## src/dss_pkg.sv

```systemverilog
// Shared types, constants and the digit font for the decimal seven-segment scan block.
package dss_pkg;

    localparam int VALUE_W         = 27;
    localparam int DIGIT_W         = 4;
    localparam int CHUNK_BITS      = 4;
    localparam int PADDED_W        = 28;
    localparam int CHUNK_COUNT     = PADDED_W / CHUNK_BITS;
    localparam int DIGIT_COUNT_DEF = 8;
    localparam int INDEX_W         = 3;
    localparam int SELECT_W        = 8;
    localparam int SEG_W           = 7;

    typedef struct packed {
        logic clear;
        logic shift;
    } t_cell_ctrl;

    function automatic logic [SEG_W-1:0] seg_font(input logic [DIGIT_W-1:0] digit);
        logic [SEG_W-1:0] code;
        case (digit)
            4'd0:    code = 7'h3F;
            4'd1:    code = 7'h06;
            4'd2:    code = 7'h5B;
            4'd3:    code = 7'h4F;
            4'd4:    code = 7'h66;
            4'd5:    code = 7'h6D;
            4'd6:    code = 7'h7D;
            4'd7:    code = 7'h07;
            4'd8:    code = 7'h7F;
            4'd9:    code = 7'h6F;
            default: code = 7'h00;
        endcase
        return code;
    endfunction

endpackage

```

## src/dss_bcd_cell.sv

```systemverilog
// One decimal digit cell of the shift-and-add-3 conversion chain.
module dss_bcd_cell
    import dss_pkg::*;
(
    input  logic                  i_clk,
    input  t_cell_ctrl            i_ctrl,
    input  logic [CHUNK_BITS-1:0] i_bits,
    output logic [CHUNK_BITS-1:0] o_bits,
    output logic [DIGIT_W-1:0]    o_digit
);

    logic [DIGIT_W-1:0] r_digit;
    logic [DIGIT_W-1:0] n_digit;

    // Four correct-then-shift steps; bits arrive and leave most significant first.
    always_comb begin
        n_digit = r_digit;
        for (int j = 0; j < CHUNK_BITS; j++) begin
            if (n_digit >= 4'd5) begin
                n_digit = n_digit + 4'd3;
            end
            o_bits[CHUNK_BITS-1-j] = n_digit[DIGIT_W-1];
            n_digit = {n_digit[DIGIT_W-2:0], i_bits[CHUNK_BITS-1-j]};
        end
    end

    always_ff @(posedge i_clk) begin
        if (i_ctrl.clear) begin
            r_digit <= '0;
        end else if (i_ctrl.shift) begin
            r_digit <= n_digit;
        end
    end

    assign o_digit = r_digit;

endmodule

```

## src/decimal_seven_segment_scan.sv

```systemverilog
// Top level of the decimal seven-segment scan: binary to decimal digits, one word per digit.
//
// The input channel (i_valid, o_stall, i_value) takes one binary word. A value above the
// largest number that DIGIT_COUNT digits can show is saturated to all nines, and every
// digit word of that value carries o_overflow. The output channel (o_valid, i_stall and
// the o_ fields) then gives DIGIT_COUNT words, most significant digit first, each with
// its position, an active-low digit select and the segment code; the final one has o_last.
//
// The conversion runs in a row of digit cells that pass four binary bits up the row every
// cycle while shifting. When the shifting ends, the digits wait in the cell row until the
// output stage is free and takes them. The converter takes the next value while the
// previous one is still being shown.
//
// Reset returns the converter and the output stage to empty; no word is in flight after
// it. When the receiver stalls, the current digit word holds, a finished conversion waits
// in the cell row, and o_stall rises until the output stage can take it.
module decimal_seven_segment_scan
    import dss_pkg::*;
#(
    parameter int DIGIT_COUNT = DIGIT_COUNT_DEF
) (
    input  logic                i_clk,
    input  logic                i_rst_n,
    input  logic                i_valid,
    output logic                o_stall,
    input  logic [VALUE_W-1:0]  i_value,
    output logic                o_valid,
    input  logic                i_stall,
    output logic [INDEX_W-1:0]  o_digit_index,
    output logic [SELECT_W-1:0] o_digit_select,
    output logic [SEG_W-1:0]    o_segments,
    output logic                o_overflow,
    output logic                o_last
);

    function automatic longint unsigned pow10(input int n);
        longint unsigned p;
        p = 1;
        for (int i = 0; i < n; i++) begin
            p = p * 10;
        end
        return p;
    endfunction

    localparam logic [VALUE_W-1:0] TOP_VALUE = VALUE_W'(pow10(DIGIT_COUNT) - 1);
    localparam int                 CNT_W     = $clog2(CHUNK_COUNT);
    localparam logic [CNT_W-1:0]   CNT_LAST  = CNT_W'(CHUNK_COUNT - 1);
    localparam logic [INDEX_W-1:0] IDX_LAST  = INDEX_W'(DIGIT_COUNT - 1);

    typedef enum logic [1:0] {
        S_IDLE,
        S_SHIFT,
        S_DONE
    } t_conv_state;

    t_conv_state          r_state;
    logic [CNT_W-1:0]     r_cnt;
    logic [PADDED_W-1:0]  r_bin;
    logic                 r_conv_ovf;

    logic                 r_out_valid;
    logic [INDEX_W-1:0]   r_idx;
    logic                 r_out_ovf;
    logic [DIGIT_W-1:0]   r_out_digits [DIGIT_COUNT];

    logic                 w_out_free;
    logic                 w_handoff;
    logic                 w_conv_free;
    logic                 w_accept;
    logic                 w_sat;
    logic [VALUE_W-1:0]   w_sat_value;
    t_cell_ctrl           w_cell_ctrl;

    logic [CHUNK_BITS-1:0] w_chain      [DIGIT_COUNT];
    logic [DIGIT_W-1:0]    w_cell_digit [DIGIT_COUNT];

    // The output stage is free when empty or when its final digit leaves this cycle.
    assign o_last      = (r_idx == IDX_LAST);
    assign w_out_free  = !r_out_valid || (!i_stall && o_last);
    assign w_handoff   = (r_state == S_DONE) && w_out_free;
    assign w_conv_free = (r_state == S_IDLE) || w_handoff;
    assign o_stall     = !w_conv_free;
    assign w_accept    = i_valid && w_conv_free;

    assign w_sat       = (i_value > TOP_VALUE);
    assign w_sat_value = w_sat ? TOP_VALUE : i_value;

    assign w_cell_ctrl.clear = w_accept;
    assign w_cell_ctrl.shift = (r_state == S_SHIFT);

    // Binary bits enter the least significant digit cell four at a time.
    assign w_chain[0] = r_bin[PADDED_W-1 -: CHUNK_BITS];

    for (genvar k = 0; k < DIGIT_COUNT; k++) begin : g_cell
        if (k < DIGIT_COUNT - 1) begin : g_link
            dss_bcd_cell u_cell (
                .i_clk   (i_clk),
                .i_ctrl  (w_cell_ctrl),
                .i_bits  (w_chain[k]),
                .o_bits  (w_chain[k+1]),
                .o_digit (w_cell_digit[k])
            );
        end else begin : g_top
            // Only zeros leave the most significant cell, since the value is saturated.
            dss_bcd_cell u_cell (
                .i_clk   (i_clk),
                .i_ctrl  (w_cell_ctrl),
                .i_bits  (w_chain[k]),
                .o_bits  (),
                .o_digit (w_cell_digit[k])
            );
        end
    end

    // Converter sequencer: load, shift, then wait for the output stage.
    always_ff @(posedge i_clk) begin
        if (!i_rst_n) begin
            r_state <= S_IDLE;
            r_cnt   <= '0;
        end else begin
            if (w_accept) begin
                r_state <= S_SHIFT;
                r_cnt   <= '0;
            end else if (w_handoff) begin
                r_state <= S_IDLE;
            end else if (r_state == S_SHIFT) begin
                if (r_cnt == CNT_LAST) begin
                    r_state <= S_DONE;
                end
                r_cnt <= r_cnt + 1'b1;
            end
        end
    end

    always_ff @(posedge i_clk) begin
        if (w_accept) begin
            r_bin      <= {{(PADDED_W - VALUE_W){1'b0}}, w_sat_value};
            r_conv_ovf <= w_sat;
        end else if (r_state == S_SHIFT) begin
            r_bin <= {r_bin[PADDED_W-CHUNK_BITS-1:0], {CHUNK_BITS{1'b0}}};
        end
    end

    // Output stage: the digits shift toward slot zero as each word is taken.
    always_ff @(posedge i_clk) begin
        if (!i_rst_n) begin
            r_out_valid <= 1'b0;
            r_idx       <= '0;
        end else if (w_handoff) begin
            r_out_valid <= 1'b1;
            r_idx       <= '0;
        end else if (r_out_valid && !i_stall) begin
            if (o_last) begin
                r_out_valid <= 1'b0;
            end else begin
                r_idx <= r_idx + 1'b1;
            end
        end
    end

    always_ff @(posedge i_clk) begin
        if (w_handoff) begin
            r_out_ovf <= r_conv_ovf;
            for (int i = 0; i < DIGIT_COUNT; i++) begin
                r_out_digits[i] <= w_cell_digit[DIGIT_COUNT-1-i];
            end
        end else if (r_out_valid && !i_stall) begin
            for (int i = 0; i < DIGIT_COUNT - 1; i++) begin
                r_out_digits[i] <= r_out_digits[i+1];
            end
        end
    end

    assign o_valid        = r_out_valid;
    assign o_digit_index  = r_idx;
    assign o_digit_select = SELECT_W'(~({{(SELECT_W-1){1'b0}}, 1'b1} << r_idx));
    assign o_segments     = seg_font(r_out_digits[0]);
    assign o_overflow     = r_out_ovf;

endmodule
```

## config.mk

```make
export PLATFORM = sky130hd
export DESIGN_NAME = decimal_seven_segment_scan
export DESIGN_NICKNAME = d
export VERILOG_FILES = /design/src/dss_pkg.sv /design/src/dss_bcd_cell.sv /design/src/decimal_seven_segment_scan.sv
export SDC_FILE = /design/constraint.sdc
export NUM_CORES = 1
export LEC_CHECK = 0
export BUFFER_PORTS_ARGS = -buffer_cell sky130_fd_sc_hd__buf_2
export CELL_PAD_IN_SITES_DETAIL_PLACEMENT = 1
export CELL_PAD_IN_SITES_GLOBAL_PLACEMENT = 2
export CORE_ASPECT_RATIO = 0.75
export CORE_MARGIN = 5
export CORE_UTILIZATION = 39
export CTS_BUF_LIST = sky130_fd_sc_hd__clkbuf_8
export DETAILED_ROUTE_END_ITERATION = 7
export GPL_ROUTABILITY_DRIVEN = 0
export PLACE_DENSITY = 0.84
export SETUP_SLACK_MARGIN = 0.15
export SLEW_MARGIN = 30
export SYNTH_ARGS = -nofsm -noshare
export SYNTH_HDL_FRONTEND = slang
export SYNTH_SLANG_ARGS = --single-unit
```

## constraint.sdc

```tcl
create_clock -name i_clk -period 4.3 [get_ports i_clk]
set_clock_uncertainty 0.15 [all_clocks]
set_input_delay 0.645 -clock i_clk [delete_from_list [all_inputs] [get_ports i_clk]]
set_output_delay 0.645 -clock i_clk [all_outputs]
set_load 0.02 [all_outputs]
```

-- Word-level counts from Yosys, hierarchy flattened
Memories as Yosys holds them, arrays and structs flattened.
Index checks and enable logic that the tools add are counted.
- add/subtract/negate cells: 34
- $mul: 0
- div/mod/pow operators: 0
- $lt $le $gt $ge: 33
- equal/unequal tests: 4
- shifts and indexed selects: 1
- multiplexer cells: 54
- bitwise gates (word level): 11
- reduce and logical (&&, ||, !) cells: 23
- operator list (operator ; count):
    $mux 4 ; 35
    $ge 4x3->1 const B ; 32
    $add 4x2->4 const B ; 28
    $mux 27 ; 3
    $gt 27x27->1 const B ; 1
    $add 3x2->3 const B ; 4
    $mux 1 ; 12
    $mux 3 ; 4
    $reduce_and 2->1 ; 5
    $not 8->8 ; 1
    $shl 1x3->8 const A ; 1
    $or 1x1->1 ; 7
    $add 3x1->3 const B ; 2
    $eq 3x3->1 const B ; 2
    $reduce_bool 2->1 ; 3
    $reduce_bool 3->1 ; 2
    $logic_and 1x1->1 ; 4
    $reduce_or 2->1 ; 2
    $logic_not 1->1 ; 3
    $not 1->1 ; 3
    $reduce_or 3->1 ; 1
    $eq 2x1->1 const B ; 1
    $eq 2x2->1 const B ; 1
    $logic_not 2->1 ; 1
    $logic_or 1x1->1 ; 2
- register bits: 71
- bits in latches: 0
- memory bits (writable): 32
- bits in read-only memories: 112
- memories: 2
- memories (name ; depth ; width ; rd ports ; clocked after memory_dff ; write ports ; line ; RTL):
    (no name shown) ; 16 ; 7 ; 1 ; 0 ; 0 ; dss_pkg.sv:21 ; case (digit)
    r_out_digits ; 8 ; 4 ; 8 ; 0 ; 8 ; decimal_seven_segment_scan.sv:64 ; logic [DIGIT_W-1:0] r_out_digits [DIGIT_COUNT];

-- Logic depth before layout (Yosys ltp)
- depth in word-level cells: 8
- mapped depth: 18

-- By module
Synthesis repeated with hierarchy kept, for this count alone.
- cell total of the unflattened synthesis: 959
- area, all modules: 8993.6 sq um
- modules (own cells, without submodules) (module ; times used ; cells an instance ; area each (sq um)):
    dss_bcd_cell ; 8 ; 84 ; 683.2
    decimal_seven_segment_scan ; 1 ; 287 ; 3528.4

-- Worst setup path after synthesis
Ideal clock, no wire load.
- path kind: reg-to-reg
- start: register r_idx[0], in the netlist o_digit_index[0]
- end: memory r_out_digits[0][0] (enable)
- library setup time: 0.452 ns
- arrival: 3.295 ns
- path slack: 0.403 ns
- cell stages (with the launch flop): 5
- buffers on the path: 0
- path through: dfxtp_1 ha_1 ha_1 a21boi_0 o21ai_0
- RTL lines (element ; line ; RTL):
    start: declaration ; decimal_seven_segment_scan.sv:62 ; logic [INDEX_W-1:0] r_idx;
    start signal: assignment ; decimal_seven_segment_scan.sv:156 ; r_idx <= r_idx + 1'b1;
    end: declaration ; decimal_seven_segment_scan.sv:64 ;

-- Final worst setup path
- start: register g_cell[3].g_link.u_cell.r_digit[0]
- end: register g_cell[4].g_link.u_cell.r_digit[1]
- longest elaborated chain between the ends: 8
- elaborated cells on any way between the ends: 18
- RTL lines (element ; line ; RTL):
    start: declaration ; dss_bcd_cell.sv:12 ; logic [DIGIT_W-1:0] r_digit;
    start signal: assignment ; dss_bcd_cell.sv:31 ; r_digit <= n_digit;
    $add 4x2->4 or $ge 4x3->1 (tied branches) ; dss_bcd_cell.sv:20, dss_bcd_cell.sv:19 ;
    $mux 4 * ; dss_bcd_cell.sv:19 ; if (n_digit >= 4'd5) begin
    $add 4x2->4 or $ge 4x3->1 (tied branches) ; dss_bcd_cell.sv:20, dss_bcd_cell.sv:19 ;
    $mux 4 ; dss_bcd_cell.sv:19 ;
    $add 4x2->4 or $ge 4x3->1 (tied branches) ; dss_bcd_cell.sv:20, dss_bcd_cell.sv:19 ;
    $mux 4 ; dss_bcd_cell.sv:19 ;
    $add 4x2->4 or $ge 4x3->1 (tied branches) ; dss_bcd_cell.sv:20, dss_bcd_cell.sv:19 ;
    $mux 4 * ; dss_bcd_cell.sv:19 ;
    end signal: assignment ; dss_bcd_cell.sv:31 ;
    end: declaration ; dss_bcd_cell.sv:12 ;
Every way passes the cells marked *; elsewhere a longest branch is shown, timed or not.
A chain may end at the register's enable or synchronous reset.

==> load_flow_metrics.sql <==
INSERT INTO impl_metrics (metric_group, metric, value, unit) VALUES
('status', 'run_status', 'completed', ''),
('critical_path', 'critPathMaxFanout', '6', ''),
('clock_network', 'numClockSinks', '103', ''),
('clock_network', 'root_buffer', 'sky130_fd_sc_hd__clkbuf_8', ''),
('detailed_routing', 'drt-pass1-iter-count', '4', ''),
('critical_path', 'worstPathRequired', '4490', 'ps'),
('critical_path', 'critPathCaptureType', 'flop', ''),
('floorplanning', 'placement_rows', '46', ''),
('detailed_routing', 'detailroute.via_count', '7403', ''),
('sta', 'timing.final.hold_violations', '0', ''),
('synthesis', 'yosys_warnings', '0', ''),
('sta', 'worst_pin_slew', '899', 'ps'),
('clock_network', 'cts_inserted_buffers', '9', ''),
('floorplanning', 'die_width', '177', 'µm'),
('place', 'dp_slack', '242', 'ps'),
('cells_and_area', 'fill_cells', '2522', ''),
('grt', 'grt_pass1_vias', '7121', ''),
('sta', 'finalCritPeriodShare', '90.3', '%'),
('place', 'place.detailed.hpwl', '17000', 'µm'),
('cells_and_area', 'post_route_cells_drive_above_1_share', '17.4', '%'),
('detailed_routing', 'postRouteWirelength', '22400', 'µm'),
('synthesis', 'synth_top_area_share', '22.3', '%'),
('synthesis', 'ys_dominant_reg_cell', 'sky130_fd_sc_hd__edfxtp_1', ''),
('place', 'placement.cell_area', '0.00878', 'mm²'),
('flow_run', 'maxCapViolations', '0', ''),
('floorplanning', 'fp.dieH', '136', 'µm'),
('synthesis', 'synth_area_per_inst', '8.34', 'µm²'),
('clock_network', 'tritoncts', 'built', ''),
('synthesis', 'synth.net_count', '1060', ''),
('synthesis', 'yosys.area.top_type', 'sky130_fd_sc_hd__edfxtp_1', ''),
('critical_path', 'crit_path_start', 'g_cell[3].g_link.u_cell.o_digit[0]', ''),
('clock_network', 'cts-htree-levels', '3', ''),
('sta', 'final.setup.tns', '0', 'ps'),
('critical_path', 'regToRegStartpoint', 'g_cell[3].g_link.u_cell.o_digit[0]', ''),
('floorplanning', 'die_area', '0.0241', 'mm²'),
('critical_path', 'worst_path_dominant_cell_family', 'compound AO/OA/AOI/OAI gates', ''),
('critical_path', 'crit_buf_inv', '3', ''),
('detailed_routing', 'drt_iter0_markers', '439', ''),
('cells_and_area', 'nets_finish', '1110', ''),
('clock_network', 'insertion_delay_to_the_later_sink_of_the_worst_skew_pair', '390', 'ps'),
('critical_path', 'worst-setup-path-type', 'reg2reg', ''),
('clock_network', 'max-clock-path-buffers', '2', ''),
('critical_path', 'startpoint_type', 'flop', ''),
('sta', 'grt_setup_unrepaired', 'yes', ''),
('floorplanning', 'io_pins', '53', ''),
('worst_hold_path', 'holdCritPathClass', 'reg2reg', ''),
('sta', 'post-route-min-period', '3880', 'ps'),
('critical_path', 'timing.critical_path.cells', 'inv_1, ha_1, and2b_1, nor3_1, a21oi_2, inv_1, ha_1, a21oi_1, o211a_1, nor2_1, inv_1, ha_1, nor4_1, a211oi_1, a2bb2oi_2, nand2b_1, a22oi_1, a22o_1', ''),
('grt', 'globalRoute.totalOverflow', '0', ''),
('clock_network', 'cts.reportedPaths.clkPinSlew', '100', 'ps'),
('critical_path', 'crit_slowest_cell', 'sky130_fd_sc_hd__dfxtp_1', ''),
('detailed_routing', 'final_antenna_net_count', '0', ''),
('detailed_routing', 'vias_per_cell', '5.58', ''),
('place', 'port_buffers', '52', ''),
('sta', 'maxSlewViolCount', '0', ''),
('critical_path', 'worst_path_largest_cell_delay', '430', 'ps'),
('grt', 'antenna_violations_before_repair', '0', ''),
('sta', 'worst_hold_slack_across_all_endpoints', '285', 'ps'),
('worst_hold_path', 'worst_hold_startpoint', 'r_conv_ovf', ''),
('detailed_routing', 'wl_per_cell', '16.9', 'µm'),
('cells_and_area', 'layout.cells.most_common', 'sky130_fd_sc_hd__nand2_1', ''),
('synthesis', 'synthesis.instances', '983', ''),
('sta', 'max_clock_freq', '258', 'MHz'),
('synthesis', 'synthArstFlopShare', '0', '%'),
('grt', 'grt_max_degree', '40', ''),
('floorplanning', 'core-area', '0.0209', 'mm²'),
('detailed_routing', 'route.detailed.drc', '0', ''),
('critical_path', 'crit_arrival', '4070', 'ps'),
('grt', 'global_route.usage.total', '18.5', '%'),
('synthesis', 'portion_of_the_post_synthesis_area_used_by_sequential_elements', '32.6', '%'),
('synthesis', 'synthDistinctLibCells', '95', '');
==> synth_stat cells (7+ instances only) <==
| cell | count |
|---|---|
| sky130_fd_sc_hd__o22ai_1 | 15 |
| sky130_fd_sc_hd__a22oi_1 | 8 |
| sky130_fd_sc_hd__mux2_2 | 19 |
| sky130_fd_sc_hd__and2_1 | 14 |
| sky130_fd_sc_hd__nor2_1 | 63 |
| sky130_fd_sc_hd__o31ai_1 | 7 |
| sky130_fd_sc_hd__nor3_1 | 12 |
| sky130_fd_sc_hd__a21boi_0 | 8 |
| sky130_fd_sc_hd__a21oi_1 | 44 |
| sky130_fd_sc_hd__o21a_1 | 13 |
| sky130_fd_sc_hd__mux2i_1 | 16 |
| sky130_fd_sc_hd__nand2_1 | 147 |
| sky130_fd_sc_hd__ha_1 | 46 |
| sky130_fd_sc_hd__or3_1 | 7 |
| sky130_fd_sc_hd__o21ai_0 | 88 |
| sky130_fd_sc_hd__a21o_1 | 11 |
| sky130_fd_sc_hd__nand3_1 | 21 |
| sky130_fd_sc_hd__nor2b_1 | 9 |
| sky130_fd_sc_hd__dfxtp_1 | 42 |
| sky130_fd_sc_hd__nand2b_1 | 22 |
| sky130_fd_sc_hd__clkbuf_1 | 23 |
| sky130_fd_sc_hd__a31oi_1 | 8 |
| sky130_fd_sc_hd__o21ai_1 | 23 |
| sky130_fd_sc_hd__o21bai_1 | 7 |
| sky130_fd_sc_hd__o211ai_1 | 13 |
| sky130_fd_sc_hd__a211o_1 | 8 |
| sky130_fd_sc_hd__buf_2 | 7 |
| sky130_fd_sc_hd__or2_2 | 9 |
| sky130_fd_sc_hd__inv_1 | 58 |
| sky130_fd_sc_hd__a211oi_1 | 23 |
| sky130_fd_sc_hd__a221o_1 | 7 |
| sky130_fd_sc_hd__edfxtp_1 | 61 |
| sky130_fd_sc_hd__xnor2_1 | 8 |
==> sequential cells by signal (all words and copies together) (netlist names) <==
name,flops
g_cell.g_link.u_cell.o_digit,28
r_cnt,3
o_digit_index,3
g_cell.g_top.u_cell.o_digit,4
o_overflow,1
r_out_digits,32
r_conv_ovf,1
o_valid,1
r_state,2
r_bin,28
==> cell families (layout without fill, tap and decap cells) <==
logic type | after synthesis | count (layout) | synth area share, %
multiplexers | 37 | 37 | 4.87
buffers and inverters | 99 | 154 | 4.93
other | 0 | 1 | 0
adder cells (fa/ha/maj) | 46 | 46 | 7.02
flip-flops | 103 | 103 | 32.6
AND/OR/NAND/NOR | 342 | 342 | 20.0
XOR/XNOR | 13 | 13 | 1.48
AO/OA/AOI/OAI | 343 | 343 | 29.1
==> metal layers <==
metal / share of wire (%) / vias to the layer above / GRT usage (%)
li1: - / 3712 / -
met5: 0 / - / 0
met3: 2.6 / 12 / 2.46
met2: 42 / 74 / 27.7
met1: 54 / 3605 / 28.3
met4: 0.79 / 0 / 3.61
==> layout make-up <==
cell class                      instances  area [µm²]  share of cell area [%]
Inverter                               62         238                    2.61
Antenna cell                            1        2.50                  0.0274
Tap cell                              288         360                    3.95
Clock buffer                            9         124                    1.36
Multi-Input combinational cell        781        5200                    57.1
Timing Repair Buffer                   76         440                    4.83
Clock inverter                          7        70.1                   0.768
Sequential cell                       103        2680                    29.4
==> per-stage QoR <==
| stage | util, % | cells |
|---|---|---|
| 6_report | 43.6 | 1327 |
| 5_1_grt | 43.6 | 1326 |
| 4_1_cts | 43.0 | 1318 |
| 3_5_place_dp | 42.0 | 1302 |
| 3_3_place_gp | 42.0 | 1302 |
| 2_1_floorplan | - | 983 |
==> path summary, 6_finish.rpt <==
path,endpoint,slack (ps),cells past startpoint
setup reg to reg,g_cell[4].g_link.u_cell.o_digit[1],420,18
hold reg to reg,o_overflow,290,0
setup / recovery,g_cell[4].g_link.u_cell.o_digit[1],420,18
hold / removal,o_overflow,290,0
==> repair_timing <==
action                                  4_1_cts  5_1_grt
gates resized for setup                       0       25
endpoints found under the setup margin        0       15
buffers inserted                              0        8
hold buffers                                  0        0
Power is left out: the tool's default activity adds up to more than one toggle a clock period on the data nets, which glitch-free logic cannot reach.
